`src/rtl/gwwb_pkg.sv`:
```
// Shared types and constants for the gray-world white balance block.
package gwwb_pkg;

  // Default frame capacity in pixels
  localparam int unsigned DEF_MAX_PIXELS = 16384;

  // Field widths fixed by the interface
  localparam int unsigned SAMPLE_W    = 8;
  localparam int unsigned READ_IDX_W  = 14;
  localparam int unsigned NUM_CHAN    = 3;
  localparam int unsigned PIXEL_W     = NUM_CHAN * SAMPLE_W;

  // Gains are unsigned Q1.16, never above 1.0
  localparam int unsigned FRAC_BITS   = 16;
  localparam int unsigned GAIN_W      = FRAC_BITS + 1;

  // Divider runs one quotient bit per cycle
  localparam int unsigned DIV_STEPS   = GAIN_W;
  localparam int unsigned STEP_W      = $clog2(DIV_STEPS);
  localparam int unsigned CHAN_W      = $clog2(NUM_CHAN);

  // Command codes
  localparam logic CMD_LOAD = 1'b0;
  localparam logic CMD_READ = 1'b1;

  // Channel selects
  localparam logic [CHAN_W-1:0] CH_FIRST = CHAN_W'(0);
  localparam logic [CHAN_W-1:0] CH_LAST  = CHAN_W'(NUM_CHAN - 1);

  // Input word
  typedef struct packed {
    logic                  command;
    logic [SAMPLE_W-1:0]   chan0_in;
    logic [SAMPLE_W-1:0]   chan1_in;
    logic [SAMPLE_W-1:0]   chan2_in;
    logic [READ_IDX_W-1:0] read_index;
  } in_word_t;

  // Result word
  typedef struct packed {
    logic [SAMPLE_W-1:0] chan0_out;
    logic [SAMPLE_W-1:0] chan1_out;
    logic [SAMPLE_W-1:0] chan2_out;
    logic                index_error;
  } out_word_t;

  // Controller to datapath commands
  typedef struct packed {
    logic              load;       // store pixel and add into sums
    logic              capture;    // latch read index and range flag
    logic              div_init;   // load divider for selected channel
    logic              div_step;   // one quotient bit
    logic              div_first;  // integer bit step (no shift)
    logic              gain_wr;    // write finished quotient as gain
    logic              set_phase;  // enter reading phase
    logic              mem_rd;     // read frame store at latched index
    logic              out_load;   // load scaled pixel into output register
    logic [CHAN_W-1:0] chan;       // channel under division
  } gwwb_cmd_t;

  // Datapath to controller status
  typedef struct packed {
    logic reading;   // gains valid for current frame
    logic out_free;  // output register can take a word this cycle
  } gwwb_stat_t;

endpackage

```
`src/rtl/gwwb_ctrl.sv`:
```
// Sequencing controller: accepts words, steps the gain divider, drives reads.
module gwwb_ctrl (
  input  logic                clk,
  input  logic                rst_n,
  input  logic                in_valid,
  input  logic                in_command,
  output logic                in_stall,
  input  gwwb_pkg::gwwb_stat_t stat,
  output gwwb_pkg::gwwb_cmd_t  cmd
);
  import gwwb_pkg::*;

  typedef enum logic [4:0] {
    S_IDLE  = 5'b00001,
    S_DINIT = 5'b00010,
    S_DSTEP = 5'b00100,
    S_READ  = 5'b01000,
    S_SCALE = 5'b10000
  } state_t;

  state_t              state_r, state_nxt;
  logic [STEP_W-1:0]   step_r, step_nxt;
  logic [CHAN_W-1:0]   chan_r, chan_nxt;

  localparam logic [STEP_W-1:0] LAST_STEP = STEP_W'(DIV_STEPS - 1);

  // Next state and commands
  always_comb begin
    state_nxt = state_r;
    step_nxt  = step_r;
    chan_nxt  = chan_r;
    cmd       = '0;
    cmd.chan  = chan_r;
    in_stall  = 1'b1;
    case (state_r)
      S_IDLE: begin
        in_stall = 1'b0;
        if (in_valid) begin
          if (in_command == CMD_LOAD) begin
            cmd.load = 1'b1;
          end else begin
            cmd.capture = 1'b1;
            if (stat.reading) begin
              state_nxt = S_READ;
            end else begin
              chan_nxt  = CH_FIRST;
              state_nxt = S_DINIT;
            end
          end
        end
      end
      S_DINIT: begin
        cmd.div_init = 1'b1;
        step_nxt     = '0;
        state_nxt    = S_DSTEP;
      end
      S_DSTEP: begin
        cmd.div_step  = 1'b1;
        cmd.div_first = (step_r == '0);
        step_nxt      = step_r + STEP_W'(1);
        if (step_r == LAST_STEP) begin
          cmd.gain_wr = 1'b1;
          if (chan_r == CH_LAST) begin
            cmd.set_phase = 1'b1;
            state_nxt     = S_READ;
          end else begin
            chan_nxt  = chan_r + CHAN_W'(1);
            state_nxt = S_DINIT;
          end
        end
      end
      S_READ: begin
        cmd.mem_rd = 1'b1;
        state_nxt  = S_SCALE;
      end
      S_SCALE: begin
        // hold until the output register frees up
        if (stat.out_free) begin
          cmd.out_load = 1'b1;
          state_nxt    = S_IDLE;
        end
      end
      default: begin
        state_nxt = S_IDLE;
      end
    endcase
  end

  // State registers
  always_ff @(posedge clk) begin
    if (!rst_n) begin
      state_r <= S_IDLE;
      step_r  <= '0;
      chan_r  <= CH_FIRST;
    end else begin
      state_r <= state_nxt;
      step_r  <= step_nxt;
      chan_r  <= chan_nxt;
    end
  end

endmodule

```
`config.mk`:
```
export PLATFORM = sky130hd
export DESIGN_NAME = gwwb_ctrl
export DESIGN_NICKNAME = d
export VERILOG_FILES = /design/src/rtl/gwwb_pkg.sv /design/src/rtl/gwwb_ctrl.sv
export SDC_FILE = /design/constraint.sdc
export NUM_CORES = 1
export LEC_CHECK = 0
export ABC_AREA = 1
export ABC_CLOCK_PERIOD_IN_PS = 1200
export BUFFER_PORTS_ARGS = -buffer_cell sky130_fd_sc_hd__buf_2
export CAP_MARGIN = 30
export CELL_PAD_IN_SITES_DETAIL_PLACEMENT = 2
export CELL_PAD_IN_SITES_GLOBAL_PLACEMENT = 2
export CORE_ASPECT_RATIO = 2
export CORE_MARGIN = 5
export CORE_UTILIZATION = 24
export DETAILED_ROUTE_END_ITERATION = 16
export PLACE_DENSITY = 0.8
export SKIP_CTS_REPAIR_TIMING = 1
export SLEW_MARGIN = 25
export SYNTH_ARGS = -nofsm -noshare
export SYNTH_HDL_FRONTEND = slang
export SYNTH_SLANG_ARGS = --single-unit
```
`constraint.sdc`:
```
create_clock -name clk -period 1.2 [get_ports clk]
set_input_delay 0.12 -clock clk [delete_from_list [all_inputs] [get_ports clk]]
set_output_delay 0.12 -clock clk [all_outputs]
set_load 0.02 [all_outputs]
```
==> impl_metrics.env, run 1 <==
export IMPL_start_util=0.2426
export IMPL_layout_nets=180
export IMPL_path_clk_slew_ns=0.06
export IMPL_cts_made_buffers=3
export IMPL_wl_per_cell_um=22.60
export IMPL_grt_usage=0.1554
export IMPL_dp_hpwl_um=2733
export IMPL_syn_avg_cell_area_um2=6.699
export IMPL_io_buffers=17
export IMPL_synth_net_count=122
export IMPL_cts_tree="built"
export IMPL_drive_above_1_share=0.7000
export IMPL_wl_um=4542
export IMPL_htreeDepth=1
export IMPL_core_area_um2=3120
export IMPL_multi_input_area_um2=654.4
export IMPL_fill_cells=335
export IMPL_critPathRequiredTime_ns=1.08
export IMPL_p_int_w=0.001199
export IMPL_slew_headroom=0.7775
export IMPL_drv_slew=0
export IMPL_setup_violations=22
export IMPL_netlist_area_um2=757.0
export IMPL_fin_ws_ns=-0.3416
export IMPL_p_switching_w=0.0007982
export IMPL_synth_seq_area_share=0.3174
export IMPL_fin_crit_sh=1.285
export IMPL_drc=0
export IMPL_grt_max_degree=9
export IMPL_switching_share=0.3997
export IMPL_antenna_cells=0
export IMPL_rows=29
export IMPL_power_density_nw_per_um2=1277
export IMPL_first_iter_violations=18
export IMPL_overflow=0
export IMPL_grt_pass1_wl_um=5140
export IMPL_die_w_um=49.71
export IMPL_via_per_inst=5.119
export IMPL_grt_setup_unrepaired="yes"
export IMPL_ys_ff_latch=12
export IMPL_arrival_ns=1.42
export IMPL_final_cell_mix="buf_4, buf_6, nor2_4, nand2_1, inv_1"
export IMPL_power_share_sequential=0.246
export IMPL_worstSetupPathType="reg2out"
export IMPL_p_total_w=0.001997
export IMPL_drtAntennaViolNets=0
export IMPL_violations="negative setup slack"
export IMPL_clock_latency_ns=0.25
export IMPL_ctsLongestPathBuffers=2
export IMPL_layout_commonest_cell="buf_4"
export IMPL_fmax_mhz=648.7
export IMPL_regToRegStartpoint="state_r[2]"
export IMPL_p_comb_frac=0.523
export IMPL_end_kind="output port"
export IMPL_antenna_found_initial=0
export IMPL_p_leak_nw=0.6963
export IMPL_drv_cap=0
export IMPL_seqCellArea_um2=260.3
export IMPL_hp_start="rst_n"
export IMPL_critPathLaunch="state_r[1]"
export IMPL_area_growth_pct=106.6
export IMPL_ir_worst_vdd_v=0.0007695
export IMPL_netlist_instances=113
export IMPL_hold_viol=0
export IMPL_fin_skew_ns=0.003732
export IMPL_dp_slack_ns=-0.2304
export IMPL_root_buffer="clkbuf_8"
export IMPL_outcome="finished with violations"
export IMPL_hp_class="in2reg"
export IMPL_pwr_share_clk=0.231
export IMPL_first_pass_iters=2
export IMPL_die_y_um=89.42
export IMPL_gp_congestion=0.7463
export IMPL_clkSinkCount=12
export IMPL_ys_types=18
export IMPL_yosys_warnings=0
export IMPL_io_pins=18
export IMPL_start_kind="register"
export IMPL_die_area_um2=4445
export IMPL_min_period_ns=1.542
export IMPL_vias=1029
export IMPL_grt_pass1_vias=1120
export IMPL_tightest_slew_ns=0.3334
export IMPL_cp_max_fo=5
[through the flow]
stage	hold slack [ns]	area, µm²	instances	setup TNS (ns)	utilization
2_1_floorplan	0.2041	785.8	113	-0.03233	-
3_3_place_gp	0.3894	1095	184	-1.168	0.3508
3_5_place_dp	0.4051	1095	184	-2.148	0.3508
4_1_cts	0.1496	1150	188	-4.905	0.3685
5_1_grt	0.1659	1564	201	-6.024	0.5012
6_report	0.1594	1564	201	-4.934	0.5012
[registers in the layout, summed over array words and instances (netlist names)]
register  count
state_r       5
step_r        5
chan_r        2
[power groups by stage]
stage | clock, W | sequential (W) | combinational [W]
after detailed placement | 0 | 0.000488 | 0.000664
after floorplan | 0 | 0.000500 | 0.000345
after global placement | 0 | 0.000482 | 0.000624
after global routing | 0.000486 | 0.000495 | 0.00112
final | 0.000461 | 0.000491 | 0.00104
after CTS | 0.000470 | 0.000480 | 0.000666
[area by class of cell]
class                   count  share of cell area
multi-input cells          82              0.4184
inverters                  19             0.05040
repair buffers             53              0.3048
flip-flops and latches     12              0.1664
clock buffers               4             0.03520
well taps                  31             0.02480
[Yosys cell counts]
cell type   n  area share
o21bai_1    1      0.0099
o21ai_0     4       0.026
nor3_1      3       0.020
nand2_1    20       0.099
nor2_1     19       0.094
a21oi_1     6       0.040
nor2_2      2       0.017
nand3b_1    1      0.0099
dfxtp_1    12        0.32
nand2_2     2       0.017
nor2_8      1       0.026
nand3_1     7       0.046
nor2_4      3       0.045
nand2_4     1       0.015
nand4_1     9       0.074
ha_1        3       0.050
inv_1      18       0.089
inv_2       1      0.0050
[worst max-delay path: stages (launching register included)]
cell and delay, ns:
dfxtp_4 0.36, nor2_4 0.22, buf_6 0.15, nand3_4 0.12, nor2_1 0.16, buf_4 0.17
[metal layers]
layer | GRT usage | share of wire
met1 | 0.1102 | 0.37
met2 | 0.3434 | 0.55
met3 | 0.01669 | 0.030
met4 | 0.1050 | 0.046
met5 | 0 | 0
[worst paths after layout]
check / slack, ns / endpoint / cells after the start
hold reg to reg: 0.54 / chan_r[1] / 2
setup / recovery: -0.34 / cmd[5] / 5
hold / removal: 0.16 / state_r[0] / 2
setup reg to reg: -0.26 / state_r[0] / 11
[cells by family after synthesis]
logic type | count (synthesis) | share of synthesized area
and+or+nand+nor | 68 | 0.4628
DFF | 12 | 0.3174
AOI/OAI and AO/OA | 11 | 0.07604
buffers and inverters | 19 | 0.09420
adders and majority gates | 3 | 0.04959
Power figures use the tool's default switching activity.
==> run 2, diff against run 1 <==
Settings changed: CELL_PAD_IN_SITES_DETAIL_PLACEMENT 2 to 0, CELL_PAD_IN_SITES_GLOBAL_PLACEMENT 2 to 1, CORE_ASPECT_RATIO 2 to unset, CORE_UTILIZATION 24 to 32, PLACE_DENSITY 0.8 to 0.82.
==> impl_metrics.env, run 2 (synthesis gave the netlist of run 1 again) <==
export IMPL_outcome="finished with violations"
export IMPL_violations="negative setup slack"
export IMPL_drtAntennaViolNets=0
export IMPL_min_period_ns=1.441
export IMPL_first_pass_iters=4
export IMPL_wl_per_cell_um=11.43
export IMPL_vias=869
export IMPL_p_leak_nw=0.5782
export IMPL_hold_viol=0
export IMPL_setup_violations=20
export IMPL_grt_usage=0.1205
export IMPL_hp_class="in2reg"
export IMPL_grt_max_degree=9
export IMPL_cts_tree="built"
export IMPL_grt_pass1_vias=740
export IMPL_dpl_cell_count=174
export IMPL_start_kind="register"
export IMPL_drv_slew=0
export IMPL_cp_max_fo=5
export IMPL_fin_ws_ns=-0.2406
export IMPL_p_total_w=0.001439
export IMPL_final_util=0.5445
export IMPL_tightest_slew_ns=0.2449
export IMPL_grt_setup_unrepaired="yes"
export IMPL_slew_headroom=0.8366
export IMPL_max_stage_delay_ns=0.37
export IMPL_critPathRequiredTime_ns=1.08
export IMPL_dp_hpwl_um=1568
export IMPL_biggestRegsByFlops="state_r (5), step_r (5), chan_r (2)"
export IMPL_layout_commonest_cell="buf_4"
export IMPL_fin_crit_sh=1.201
export IMPL_end_kind="output port"
export IMPL_root_buffer="clkbuf_4"
export IMPL_drc=0
export IMPL_drv_cap=0
export IMPL_fin_skew_ns=0.001620
export IMPL_overflow=0
export IMPL_fin_hold_ws_ns=0.1194
export IMPL_ir_worst_vdd_v=0.0007241
export IMPL_arrival_ns=1.32
export IMPL_power_density_nw_per_um2=1183
export IMPL_ctsLongestPathBuffers=2
export IMPL_layout_nets=165
export IMPL_clkSinkCount=12
export IMPL_setup_tns_ns=-2.870
export IMPL_die_w_um=58.64
export IMPL_io_pins=18
export IMPL_die_area_um2=3438
export IMPL_antenna_cells=0
export IMPL_final_cell_mix="buf_4, nand2_1, nor2_1, inv_1, nand4_1"
export IMPL_path_clk_slew_ns=0.08
export IMPL_crit_chain="inv_1 > nor2_4 > nand3_4 > nor3_2 > buf_4"
export IMPL_clock_latency_ns=0.27
export IMPL_core_area_um2=2233
export IMPL_path_buf_inv=2
export IMPL_grt_pass1_wl_um=3243
export IMPL_critPathSlowestCell="dfxtp_2"
export IMPL_worstSetupPathType="reg2out"
export IMPL_die_y_um=58.64
export IMPL_via_per_inst=4.749
export IMPL_io_buffers=17
export IMPL_first_iter_violations=16
export IMPL_fmax_mhz=694.2
export IMPL_htreeDepth=1
export IMPL_drive_above_1_share=0.4645
export IMPL_area_growth_pct=60.66
export IMPL_start_util=0.3389
export IMPL_cts_made_buffers=3
export IMPL_instances_no_fill=183
export IMPL_antenna_found_initial=0
export IMPL_rows=17
export IMPL_cp_top_family="simple AND/OR/NAND/NOR gates"
export IMPL_fill_cells=215
export IMPL_wl_um=2091
export IMPL_gp_congestion=0.8609
## run 2: report_power, final
part,switching [W],internal (W),leakage [nW]
clock,0.000140,0.000184,0.0210
combinational,0.000378,0.000251,0.457
sequential,0.0000434,0.000443,0.100
## run 2: cell type report
cell class | count | area, µm² | share of cell area
clock buffer | 4 | 36.28 | 0.02984
inverter | 19 | 71.32 | 0.05864
multi-input combinational | 82 | 525.5 | 0.4321
sequential | 12 | 255.2 | 0.2099
tap | 28 | 35.03 | 0.02881
timing repair buffer | 38 | 292.8 | 0.2407
## run 2: per-stage QoR
step	worst slack [ns]	cell area (µm²)
2_1_floorplan	-0.01567	785.8
3_3_place_gp	-0.03909	1026
3_5_place_dp	-0.09592	1026
4_1_cts	-0.3903	1062
5_1_grt	-0.3113	1216
6_report	-0.2406	1216
## run 2: final timing paths
check | start | endpoint | slack [ns] | cells past startpoint
worst max register to register | state_r[1] | state_r[0] | -0.19 | 9
worst max-delay path | state_r[2] | cmd[4] | -0.24 | 5
worst min register to register | chan_r[0] | chan_r[0] | 0.50 | 2
worst min-delay path | rst_n | state_r[0] | 0.12 | 2
## run 2: routing by layer
layer,vias to the layer above,routed length (µm),track usage
met1,405,945,0.1567
met5,-,0,0
met2,15,1051,0.1946
met4,0,0,0.01942
li1,449,-,-
met3,0,94,0.04386
## run 2: worst register-to-register path: cells and delay by family, from the launching register on
kind / cells / cell delay [ns]
flip-flops: 1 / 0.37
AND/OR/NAND/NOR: 8 / 0.77
buffers and inverters: 1 / 0.13
==> run 3, diff against run 2 <==
Settings changed: MAX_ROUTING_LAYER set to met4.
==> impl_metrics.env, run 3 (synthesis gave the netlist of run 1 again) <==
export IMPL_antenna_found_initial=0
export IMPL_overflow=0
export IMPL_ctsLongestPathBuffers=2
export IMPL_fin_skew_ns=0.001395
export IMPL_grt_max_degree=9
export IMPL_seqCellArea_um2=255.2
export IMPL_drive_above_1_share=0.4645
export IMPL_cts_tree="built"
export IMPL_io_pins=18
export IMPL_drc=0
export IMPL_power_density_nw_per_um2=1183
export IMPL_start_util=0.3389
export IMPL_dp_hpwl_um=1568
export IMPL_die_y_um=58.64
export IMPL_slew_headroom=0.8365
export IMPL_cp_max_fo=5
export IMPL_antenna_cells=0
export IMPL_path_clk_slew_ns=0.08
export IMPL_worstSetupPathType="reg2out"
export IMPL_outcome="finished with violations"
export IMPL_fin_ws_ns=-0.2421
export IMPL_gp_congestion=0.8748
export IMPL_via_per_inst=4.781
export IMPL_area_growth_pct=60.66
export IMPL_htreeDepth=1
export IMPL_layout_nets=165
export IMPL_die_area_um2=3438
export IMPL_fin_crit_sh=1.202
export IMPL_wl_per_cell_um=11.46
export IMPL_grt_usage=0.1240
export IMPL_dp_slack_ns=-0.09592
export IMPL_p_leak_nw=0.5782
export IMPL_p_total_w=0.001439
export IMPL_io_buffers=17
export IMPL_grt_pass1_wl_um=3243
export IMPL_first_iter_violations=16
export IMPL_reg2reg_setup_slack_ns=-0.20
export IMPL_die_w_um=58.64
export IMPL_drv_slew=0
export IMPL_place_area_um2=1026
export IMPL_grt_setup_unrepaired="yes"
export IMPL_root_buffer="clkbuf_4"
export IMPL_first_pass_iters=4
export IMPL_cts_made_buffers=3
export IMPL_vias=875
export IMPL_end_kind="output port"
export IMPL_biggestRegsByFlops="state_r (5), step_r (5), chan_r (2)"
export IMPL_final_cell_mix="buf_4, nand2_1, nor2_1, inv_1, nand4_1"
export IMPL_min_period_ns=1.442
export IMPL_hold_viol=0
export IMPL_clock_latency_ns=0.27
export IMPL_tightest_slew_ns=0.2450
export IMPL_drtAntennaViolNets=0
export IMPL_ir_worst_vdd_v=0.0007256
export IMPL_fmax_mhz=693.4
export IMPL_drv_cap=0
export IMPL_multi_input_area_um2=525.5
export IMPL_start_kind="register"
export IMPL_hp_class="in2reg"
export IMPL_fill_cells=215
export IMPL_setup_violations=20
export IMPL_layout_commonest_cell="buf_4"
export IMPL_wl_um=2098
export IMPL_clkSinkCount=12
export IMPL_arrival_ns=1.32
export IMPL_critPathRequiredTime_ns=1.08
export IMPL_core_area_um2=2233
export IMPL_grt_pass1_vias=739
export IMPL_violations="negative setup slack"
export IMPL_stdcell_area_um2=1216
export IMPL_rows=17
run 3: worst max-delay path, stage by stage, from the launching register on:
cell,delay [ns]
dfxtp_2,0.37
inv_1,0.08
nor2_4,0.12
nand3_4,0.11
nor3_2,0.20
buf_4,0.17
run 3: worst paths after layout:
check / from / cells past startpoint / endpoint
worst max-delay path: state_r[2] / 5 / cmd[4]
worst max register to register: state_r[1] / 9 / state_r[0]
worst min-delay path: rst_n / 2 / state_r[0]
worst min register to register: chan_r[0] / 2 / chan_r[0]
run 3: power breakdown:
group | internal (W) | total [W] | leakage (nW) | switching, W
registers | 0.000443 | 0.000487 | 0.100 | 0.0000434
clock network | 0.000184 | 0.000325 | 0.0210 | 0.000141
logic | 0.000250 | 0.000627 | 0.457 | 0.000377
run 3: routing by layer:
layer / part of all wire / vias to the layer above / GRT usage / wire length (µm)
li1: - / 450 / - / -
met1: 0.45 / 407 / 0.1580 / 948
met2: 0.50 / 18 / 0.1946 / 1049
met3: 0.048 / 0 / 0.04167 / 100
met4: 0 / 0 / 0.01942 / 0
met5: 0 / - / - / 0
run 3: stage by stage:
step	hold WS [ns]	cells	setup TNS [ns]	utilization
6_report	0.1181	183	-2.944	0.5445
5_1_grt	0.1099	183	-4.645	0.5445
4_1_cts	0.1058	178	-3.455	0.4756
3_5_place_dp	0.4065	174	-0.5789	0.4594
3_3_place_gp	0.3850	174	-0.2365	0.4594
2_1_floorplan	0.2041	113	-0.03233	-
run 3: cell type report:
type                       count  share of cell area
clock buffer                   4             0.02984
timing repair buffer          38              0.2407
multi-input combinational     82              0.4321
sequential                    12              0.2099
tap                           28             0.02881
inverter                      19             0.05864
